### src/design/mct_pkg.sv
// Shared types and constants for the memory-mapped console terminal.
`default_nettype none
package mct_pkg;

    localparam int TIMER_WIDTH_DEF = 16;
    localparam int CFG_INDEX_WIDTH = 1;
    localparam int CFG_DATA_WIDTH  = 16;
    localparam int WORD_WIDTH      = 32;
    localparam int BYTE_WIDTH      = 8;

    localparam logic [CFG_DATA_WIDTH-1:0] RECV_HOLD_RESET  = 16'd100;
    localparam logic [CFG_DATA_WIDTH-1:0] TRANS_BUSY_RESET = 16'd100;

    localparam logic [BYTE_WIDTH-1:0] BYTE_MASK = 8'hff;

    localparam int READY_BIT  = 0;
    localparam int ENABLE_BIT = 1;

    typedef enum logic [1:0] {
        CMD_TICK  = 2'd0,
        CMD_READ  = 2'd1,
        CMD_WRITE = 2'd2
    } cmd_t;

    typedef enum logic [1:0] {
        REG_RX_CTRL = 2'd0,
        REG_RX_DATA = 2'd1,
        REG_TX_CTRL = 2'd2,
        REG_TX_DATA = 2'd3
    } reg_sel_t;

    typedef enum logic [CFG_INDEX_WIDTH-1:0] {
        CFG_RECV_HOLD  = 1'd0,
        CFG_TRANS_BUSY = 1'd1
    } cfg_sel_t;

endpackage
`default_nettype wire

### src/design/mmio_console_terminal.sv
// Memory-mapped console terminal: receiver and transmitter registers with timers.
//
// Usage: each request on the input channel (in_valid/in_ready) is a tick, a
// register read or a register write. Every request yields exactly one result
// on the output channel (out_valid/out_ready), carrying the read byte, the
// receive and transmit character strobes and both interrupt levels.
// A request accepted at one edge is offered as a result from the next
// cycle. Throughput is one request per cycle while results are taken; the
// state update and result are one pass of flag and counter logic into the
// result register. When the receiver stalls, the result register holds its
// value and in_ready drops until it is taken; a result taken in the same
// cycle lets a new request in at once.
// The configuration channel (cfg_valid/cfg_ready) is always ready and loads
// the receiver hold-off and transmitter busy reload values.
// After reset both reload values are 100, the transmitter is ready, the
// receiver is empty, all interrupts are off and no result is pending.
`default_nettype none
module mmio_console_terminal #(
    parameter int TIMER_WIDTH = mct_pkg::TIMER_WIDTH_DEF
) (
    input  wire logic                                clk,
    input  wire logic                                rst_n,
    input  wire logic                                cfg_valid,
    output logic                                     cfg_ready,
    input  wire logic [mct_pkg::CFG_INDEX_WIDTH-1:0] cfg_index,
    input  wire logic [mct_pkg::CFG_DATA_WIDTH-1:0]  cfg_data,
    input  wire logic                                in_valid,
    output logic                                     in_ready,
    input  wire logic [1:0]                          cmd,
    input  wire logic [1:0]                          reg_index,
    input  wire logic [mct_pkg::WORD_WIDTH-1:0]      write_data,
    input  wire logic                                char_offered,
    input  wire logic [mct_pkg::BYTE_WIDTH-1:0]      char_in,
    output logic                                     out_valid,
    input  wire logic                                out_ready,
    output logic [mct_pkg::BYTE_WIDTH-1:0]           read_data,
    output logic                                     char_taken,
    output logic                                     char_out_valid,
    output logic [mct_pkg::BYTE_WIDTH-1:0]           char_out,
    output logic                                     recv_irq,
    output logic                                     trans_irq
);
    import mct_pkg::*;

    localparam logic [TIMER_WIDTH-1:0] TIMER_ONE = TIMER_WIDTH'(1);

    logic [TIMER_WIDTH-1:0] recv_hold_reg;
    logic [TIMER_WIDTH-1:0] trans_busy_reg;

    logic                   rx_ready_reg, rx_ready_next;
    logic                   rx_en_reg, rx_en_next;
    logic [BYTE_WIDTH-1:0]  rx_byte_reg, rx_byte_next;
    logic [TIMER_WIDTH-1:0] rx_timer_reg, rx_timer_next;
    logic                   tx_ready_reg, tx_ready_next;
    logic                   tx_en_reg, tx_en_next;
    logic [BYTE_WIDTH-1:0]  tx_byte_reg, tx_byte_next;
    logic [TIMER_WIDTH-1:0] tx_timer_reg, tx_timer_next;
    logic                   rx_irq_reg, rx_irq_next;
    logic                   tx_irq_reg, tx_irq_next;

    logic                   out_valid_reg;
    logic [BYTE_WIDTH-1:0]  rd_reg, rd_next;
    logic                   taken_reg, taken_next;
    logic                   send_reg, send_next;
    logic [BYTE_WIDTH-1:0]  chout_reg, chout_next;

    logic                   accept;
    logic                   wr_en;
    cmd_t                   cmd_sel;
    reg_sel_t               reg_sel;

    assign cfg_ready = 1'b1;
    assign in_ready  = !out_valid_reg || out_ready;
    assign accept    = in_valid && in_ready;
    assign cmd_sel   = cmd_t'(cmd);
    assign reg_sel   = reg_sel_t'(reg_index);
    assign wr_en     = write_data[ENABLE_BIT];

    always_comb
    begin
        rx_ready_next = rx_ready_reg;
        rx_en_next    = rx_en_reg;
        rx_byte_next  = rx_byte_reg;
        rx_timer_next = rx_timer_reg;
        tx_ready_next = tx_ready_reg;
        tx_en_next    = tx_en_reg;
        tx_byte_next  = tx_byte_reg;
        tx_timer_next = tx_timer_reg;
        rx_irq_next   = rx_irq_reg;
        tx_irq_next   = tx_irq_reg;
        rd_next       = '0;
        taken_next    = 1'b0;
        send_next     = 1'b0;
        chout_next    = '0;

        case (cmd_sel)
            CMD_TICK:
            begin
                if (rx_timer_reg != '0)
                begin
                    rx_timer_next = rx_timer_reg - TIMER_ONE;
                end
                else if (char_offered)
                begin
                    rx_byte_next  = char_in;
                    rx_ready_next = 1'b1;
                    rx_timer_next = recv_hold_reg;
                    taken_next    = 1'b1;
                    if (rx_en_reg)
                    begin
                        rx_irq_next = 1'b1;
                    end
                end
                if (tx_timer_reg != '0)
                begin
                    tx_timer_next = tx_timer_reg - TIMER_ONE;
                end
                else if (!tx_ready_reg)
                begin
                    tx_ready_next = 1'b1;
                    if (tx_en_reg)
                    begin
                        tx_irq_next = 1'b1;
                    end
                end
            end
            CMD_READ:
            begin
                case (reg_sel)
                    REG_RX_CTRL:
                    begin
                        rd_next[READY_BIT]  = rx_ready_reg;
                        rd_next[ENABLE_BIT] = rx_en_reg;
                    end
                    REG_RX_DATA:
                    begin
                        rd_next       = rx_byte_reg;
                        rx_ready_next = 1'b0;
                        rx_timer_next = '0;
                        rx_irq_next   = 1'b0;
                    end
                    REG_TX_CTRL:
                    begin
                        rd_next[READY_BIT]  = tx_ready_reg;
                        rd_next[ENABLE_BIT] = tx_en_reg;
                    end
                    default:
                    begin
                        rd_next = tx_byte_reg;
                    end
                endcase
            end
            CMD_WRITE:
            begin
                case (reg_sel)
                    REG_RX_CTRL:
                    begin
                        rx_en_next = wr_en;
                        // Enabling raises a pending request; disabling drops it.
                        rx_irq_next = wr_en ? (rx_irq_reg || rx_ready_reg) : 1'b0;
                    end
                    REG_RX_DATA:
                    begin
                    end
                    REG_TX_CTRL:
                    begin
                        tx_en_next  = wr_en;
                        tx_irq_next = wr_en ? (tx_irq_reg || tx_ready_reg) : 1'b0;
                    end
                    default:
                    begin
                        // A data write while the transmitter is busy is dropped.
                        if (tx_ready_reg)
                        begin
                            tx_byte_next  = write_data[BYTE_WIDTH-1:0] & BYTE_MASK;
                            chout_next    = write_data[BYTE_WIDTH-1:0];
                            send_next     = 1'b1;
                            tx_ready_next = 1'b0;
                            tx_timer_next = trans_busy_reg;
                            tx_irq_next   = 1'b0;
                        end
                    end
                endcase
            end
            default:
            begin
            end
        endcase
    end

    always_ff @(posedge clk or negedge rst_n)
    begin
        if (!rst_n)
        begin
            recv_hold_reg  <= TIMER_WIDTH'(RECV_HOLD_RESET);
            trans_busy_reg <= TIMER_WIDTH'(TRANS_BUSY_RESET);
        end
        else if (cfg_valid && cfg_ready)
        begin
            case (cfg_sel_t'(cfg_index))
                CFG_RECV_HOLD:  recv_hold_reg  <= TIMER_WIDTH'(cfg_data);
                CFG_TRANS_BUSY: trans_busy_reg <= TIMER_WIDTH'(cfg_data);
                default:
                begin
                end
            endcase
        end
    end

    always_ff @(posedge clk or negedge rst_n)
    begin
        if (!rst_n)
        begin
            rx_ready_reg <= 1'b0;
            rx_en_reg    <= 1'b0;
            rx_byte_reg  <= '0;
            rx_timer_reg <= '0;
            tx_ready_reg <= 1'b1;
            tx_en_reg    <= 1'b0;
            tx_byte_reg  <= '0;
            tx_timer_reg <= '0;
            rx_irq_reg   <= 1'b0;
            tx_irq_reg   <= 1'b0;
        end
        else if (accept)
        begin
            rx_ready_reg <= rx_ready_next;
            rx_en_reg    <= rx_en_next;
            rx_byte_reg  <= rx_byte_next;
            rx_timer_reg <= rx_timer_next;
            tx_ready_reg <= tx_ready_next;
            tx_en_reg    <= tx_en_next;
            tx_byte_reg  <= tx_byte_next;
            tx_timer_reg <= tx_timer_next;
            rx_irq_reg   <= rx_irq_next;
            tx_irq_reg   <= tx_irq_next;
        end
    end

    always_ff @(posedge clk or negedge rst_n)
    begin
        if (!rst_n)
        begin
            out_valid_reg <= 1'b0;
        end
        else if (accept)
        begin
            out_valid_reg <= 1'b1;
        end
        else if (out_ready)
        begin
            out_valid_reg <= 1'b0;
        end
    end

    // Result payload; interrupt levels come straight from the state registers.
    always_ff @(posedge clk)
    begin
        if (accept)
        begin
            rd_reg    <= rd_next;
            taken_reg <= taken_next;
            send_reg  <= send_next;
            chout_reg <= chout_next;
        end
    end

    assign out_valid      = out_valid_reg;
    assign read_data      = rd_reg;
    assign char_taken     = taken_reg;
    assign char_out_valid = send_reg;
    assign char_out       = chout_reg;
    assign recv_irq       = rx_irq_reg;
    assign trans_irq      = tx_irq_reg;

endmodule
`default_nettype wire
### config.mk
export PLATFORM = sky130hd
export DESIGN_NAME = mmio_console_terminal
export DESIGN_NICKNAME = d
export VERILOG_FILES = /design/src/design/mct_pkg.sv /design/src/design/mmio_console_terminal.sv
export SDC_FILE = /design/constraint.sdc
export NUM_CORES = 1
export LEC_CHECK = 0
export BUFFER_PORTS_ARGS = -buffer_cell sky130_fd_sc_hd__buf_2
export CORE_AREA = 2 2 111 113
export DETAILED_ROUTE_END_ITERATION = 8
export DIE_AREA = 0 0 113 115
export PLACE_DENSITY = 0.66
export RECOVER_POWER = 100
export SYNTH_ARGS = -nofsm -noshare
export SYNTH_HDL_FRONTEND = slang
export SYNTH_SLANG_ARGS = --single-unit
### constraint.sdc
create_clock -name clk -period 2.55 [get_ports clk]
set_input_delay 0.6375 -clock clk [delete_from_list [all_inputs] [get_ports clk]]
set_output_delay 0.6375 -clock clk [all_outputs]
set_load 0.03 [all_outputs]
## Word level (Yosys, flattened, before mapping)

Index checks and enable logic that the tools add are counted.
W data, S select, Z words.

- Register bits: 105
- Bits of input ports: 67
- Word-level logic and storage cells: 108
- Output and inout port bits: 23

- Eq/ne operators: 18
- Bitwise operators: 6
- $add $sub $neg: 2
- Muxes and demuxes: 34
- Reduce and logical (&&, ||, !) cells: 31

Operators by type and width:

| operator | number |
|---|---|
| $mux W16 | 6 |
| $pmux W16 S2 | 2 |
| $reduce_bool A16 Y1 | 2 |
| $sub A16 B1 Y16 const B | 2 |
| $ne A2 B2 Y1 const B | 12 |
| $mux W1 | 19 |
| $reduce_and A4 Y1 | 4 |
| $reduce_and A7 Y1 | 2 |
| $pmux W6 S2 | 1 |
| $reduce_and A5 Y1 | 2 |
| $pmux W1 S2 | 4 |
| $ne A3 B3 Y1 const B | 2 |
| $not A1 Y1 | 6 |
| $pmux W2 S3 | 1 |
| $reduce_and A3 Y1 | 2 |
| $reduce_bool A2 Y1 | 3 |
| $reduce_or A2 Y1 | 3 |
| $reduce_or A5 Y1 | 1 |
| $eq A2 B1 Y1 const B | 2 |
| $eq A2 B2 Y1 const B | 2 |
| $logic_not A2 Y1 | 2 |
| $reduce_and A2 Y1 | 2 |
| $reduce_or A4 Y1 | 1 |
| $logic_or A1 B1 Y1 | 3 |
| other kinds (5) | 5 |

## Logic depth before layout (Yosys ltp)

- Depth in word-level cells: 4
- Gate-level depth with buffers: 9
- Gate-level depth less buffers: 7

## Worst setup path before layout

Ideal clock, no wire load.

- Path type: input-to-reg
- From: in cmd[0]
- To: reg tx_byte_reg[0]
- Arrival time: 1.886 ns
- Library setup time: 0.125 ns
- Stages on the path: 5
- Path buffers: 1
- Path slack: 0.540 ns
- Required time: 2.425 ns
- Path through: clkbuf_1 > nand2b_1 > nor3_1 > nand3_1 > mux2_2

- Word-level cells in the longest chain between the ends: 2

Ends and longest elaborated chain:

| what | RTL line | source |
|---|---|---|
| start: declaration | mmio_console_terminal.sv:29 | `input wire logic [1:0] cmd,` |
| $eq A2 B2 Y1 | mmio_console_terminal.sv:96 | `case (cmd_sel)` |
| $reduce_and A4 Y1 (no line) | n/a |  |
| end signal: assignment | mmio_console_terminal.sv:233 | `tx_byte_reg <= tx_byte_next;` |
| end: declaration | mmio_console_terminal.sv:56 | `logic [BYTE_WIDTH-1:0] tx_byte_reg, tx_byte_next;` |

Every way passes these cells.
A chain may end at the register's enable or synchronous reset.

## Final worst setup path

- From: in cmd[0]
- To: reg rx_timer_reg[7]

- Word-level cells in the longest chain between the ends: 3
- Elaborated cells on any way between the ends: 7
- Classes of those cells: eq/ne (3); mux (1); reduce/logical (3)

Ends and longest elaborated chain:

| what | RTL line | source |
|---|---|---|
| $eq A2 B1 Y1 or $logic_not A2 Y1 (tied branches) | mmio_console_terminal.sv:96 |  |
| $ne A2 B2 Y1 (no line), or another cell as far along | n/a |  |
| $reduce_and A4 Y1 (no line) | n/a |  |
| end signal: assignment | mmio_console_terminal.sv:230 | `rx_timer_reg <= rx_timer_next;` |
| end: declaration | mmio_console_terminal.sv:53 | `logic [TIMER_WIDTH-1:0] rx_timer_reg, rx_timer_next;` |

Parallel ways exist; a longest one is shown, timed or not.

==> results.toml <==
[finish]
n_antenna_cell = 0
area.growth.synth_to_final_pct = 14.1
most-common-layout-cells = "dfrtp_1, o21ai_0, mux2_2"
drive_gt1_frac = 0.227
finish.net_count = 633
layout.cells.non_filler = 710
util_after_layout = 0.505
most_common_cell_after_layout_fill_and_taps_aside = "dfrtp_1"

[synth]
postSynthCellCount = 493
syn_avg_cell_area_um2 = 10.6
synth.yosys.warnings = 0
synth_sequential_area_ratio = 0.522
ys_async_sr_fraction = 0.829
ys_seq_elements = 105
synth_flop_cell = "dfrtp_1"
mappedNetlistNets = 568
synthDistinctLibCells = 56
synth_edf_count = 18
syn-cell-area_mm2 = 0.00523

[worst_setup_path]
worst_r2r_path_depth = 5
cp.arrival_ps = 2520
regToRegSetupSlack_ps = 310
worstSetupPathType = "in2reg"
worst_r2r_startpoint = "rx_timer_reg[2]"
startpoint_type = "input pin"
cp_max_fo = 18
critical_path.endpoint_type = "flip-flop"
worst_r2r_endpoint = "rx_timer_reg[7]"
cp.required_ps = 2810

[detailed_routing]
detail_route.wirelength_um = 12200
average_wire_per_cell_in_the_routed_design_um = 17.2
detail_route.drc_violations = 8
firstDrtPassIters = 7
dr_total_vias = 4083
antenna_left = 0
detail_route.iter0.violations = 403
route.detailed.vias_per_inst = 5.75

[grt]
grt_pass1_wl_um = 20100
grt_remaining_overflow = 0
grt.met1_usage = 0.258
grt_max_degree = 37
grt_busiest_layer = "met2"
antenna_violations_before_repair = 0
total_grt_usage = 0.195
via_count_of_the_first_global_routing_pass = 3965
grtUsageMet3 = 0.0406
use_met2 = 0.327

[clock_tree]
cts-buffers-inserted = 9
cts.clk_slew.worst_paths_ps = 70
clock_tree.buffer_depth = 2
cts_root_buffer = "clkbuf_16"
clock_latency_ps = 340
cts_resized = 0
post_cts_hold_buffer_count = 0
tritoncts = "yes"
clock_sink_count = 105
post-cts-setup-buffer-count = 0
htree_num_levels = 3

[timing]
slew_headroom = -0.138
worst_margin_slew_ps = 1710
skew_ps = 6.79
timing.fmax_mhz = 442
timing_max_transition_violations_final = 31
hold_viol = 0
fin_setup_tns_ps = 0
post-route-period-util = 0.887
min_period_ps = 2260
grt_setup_unrepaired = "false"
finalSetupViolations = 0

[floorplanning]
design.core.area_mm2 = 0.0118
floorplan.die.height_um = 115
die_w_um = 113
floorplan.initialDensity = 0.443
io_pins = 90
row_count = 40
die_area_mm2 = 0.0130

[status]
outcome = "complete, but fails checks"
violations = "design-rule violations, max-capacitance violations, max-slew violations"

[power]
power.ir.vdd_worst_uv = 598
static-leakage-power_uw = 0.00252
power.density_cell_area_mw_per_mm2 = 933

[run]
max_cap_violations = 1

[hold_path]
min_path_cells = 2
holdCritStartpoint = "tx_byte_reg[1]"
hp-class = "reg2reg"
whs_endpoint = "tx_byte_reg[1]"

[placement]
io_buffer_count = 64
dp_hpwl_um = 8700
dpl.cell_count = 694
gp_routability_congestion = 0.858
==> Yosys cell counts, drive strengths merged, types with 4 or more instances <==
master / count / area [µm²]
inv: 13 / 48.8
edfxtp: 18 / 541
ha: 8 / 100
dfstp: 7 / 184
nor4: 10 / 90.1
a211oi: 6 / 45.0
a21oi: 39 / 195
nand2: 32 / 120
a2bb2oi: 4 / 35.0
clkbuf: 16 / 61.3
nor3: 20 / 100
nand4: 6 / 37.5
dfrtp: 80 / 2000
mux2: 48 / 541
a22oi: 5 / 37.5
and3: 11 / 70.1
and2: 9 / 56.3
o21ai: 56 / 280
nor2: 40 / 150
or3: 4 / 25.0
o22ai: 5 / 31.3
buf: 11 / 82.6
==> cells by family (layout without fill, tap and decap cells) <==
family	after synthesis	count (layout)	synth area share
AND/OR/NAND/NOR	156	156	0.165
AO/OA/AOI/OAI	133	133	0.150
flip-flops	105	105	0.522
multiplexers	50	50	0.107
buffers and inverters	40	110	0.0369
adder cells (fa/ha/maj)	8	8	0.0191
other	1	1	0.000717
==> stage by stage <==
stage,worst slack [ps],total power [µW],hold slack [ps],area [µm²]
2_1_floorplan,540,3730,342,5230
3_3_place_gp,398,4140,473,5740
3_5_place_dp,318,4220,480,5740
4_1_cts,330,5610,231,6030
5_1_grt,145,5940,519,5970
6_report,289,5570,496,5970
==> power breakdown <==
part           total, µW  internal, µW  switching, µW
logic               1690           724            964
registers           2520          2120            401
clock network       1360           757            602
total               5570          3600           1970
==> metal layers <==
layer  part of all wire  vias to the layer above  wire length, µm
met5                  0                        -                0
met4              0.013                        0              153
met3              0.055                       12              669
met2               0.50                      134             6080
met1               0.43                     1999             5320
li1                   -                     1938                -
==> worst max path at each step <==
| stage | from | depth (start not counted) | slack [ps] | endpoint |
|---|---|---|---|---|
| after detailed placement | cmd[0] | 5 | 320 | tx_byte_reg[5] |
| after global placement | cmd[0] | 5 | 400 | tx_byte_reg[0] |
| after CTS | rx_timer_reg[2] | 5 | 330 | rx_timer_reg[7] |
| after global routing | cmd[0] | 6 | 140 | rx_timer_reg[8] |
| final | cmd[0] | 6 | 290 | rx_timer_reg[7] |
| after floorplan | cmd[0] | 5 | 540 | tx_byte_reg[0] |
==> worst max-delay path, stage by stage <==
cell and delay [ps]:
clkbuf_1 610, inv_1 320, nor2_1 170, a211o_1 450, o21ai_0 220, o21ai_0 120
==> cell type report <==
type | count | area (µm²)
Inverter | 13 | 48.8
Timing Repair Buffer | 81 | 418
Clock buffer | 10 | 229
Fill cell | 1098 | 5840
Multi-Input combinational cell | 348 | 2300
Tap cell | 147 | 184
Sequential cell | 105 | 2730
Clock inverter | 6 | 58.8
No activity file was read; power rests on OpenSTA's default activity.
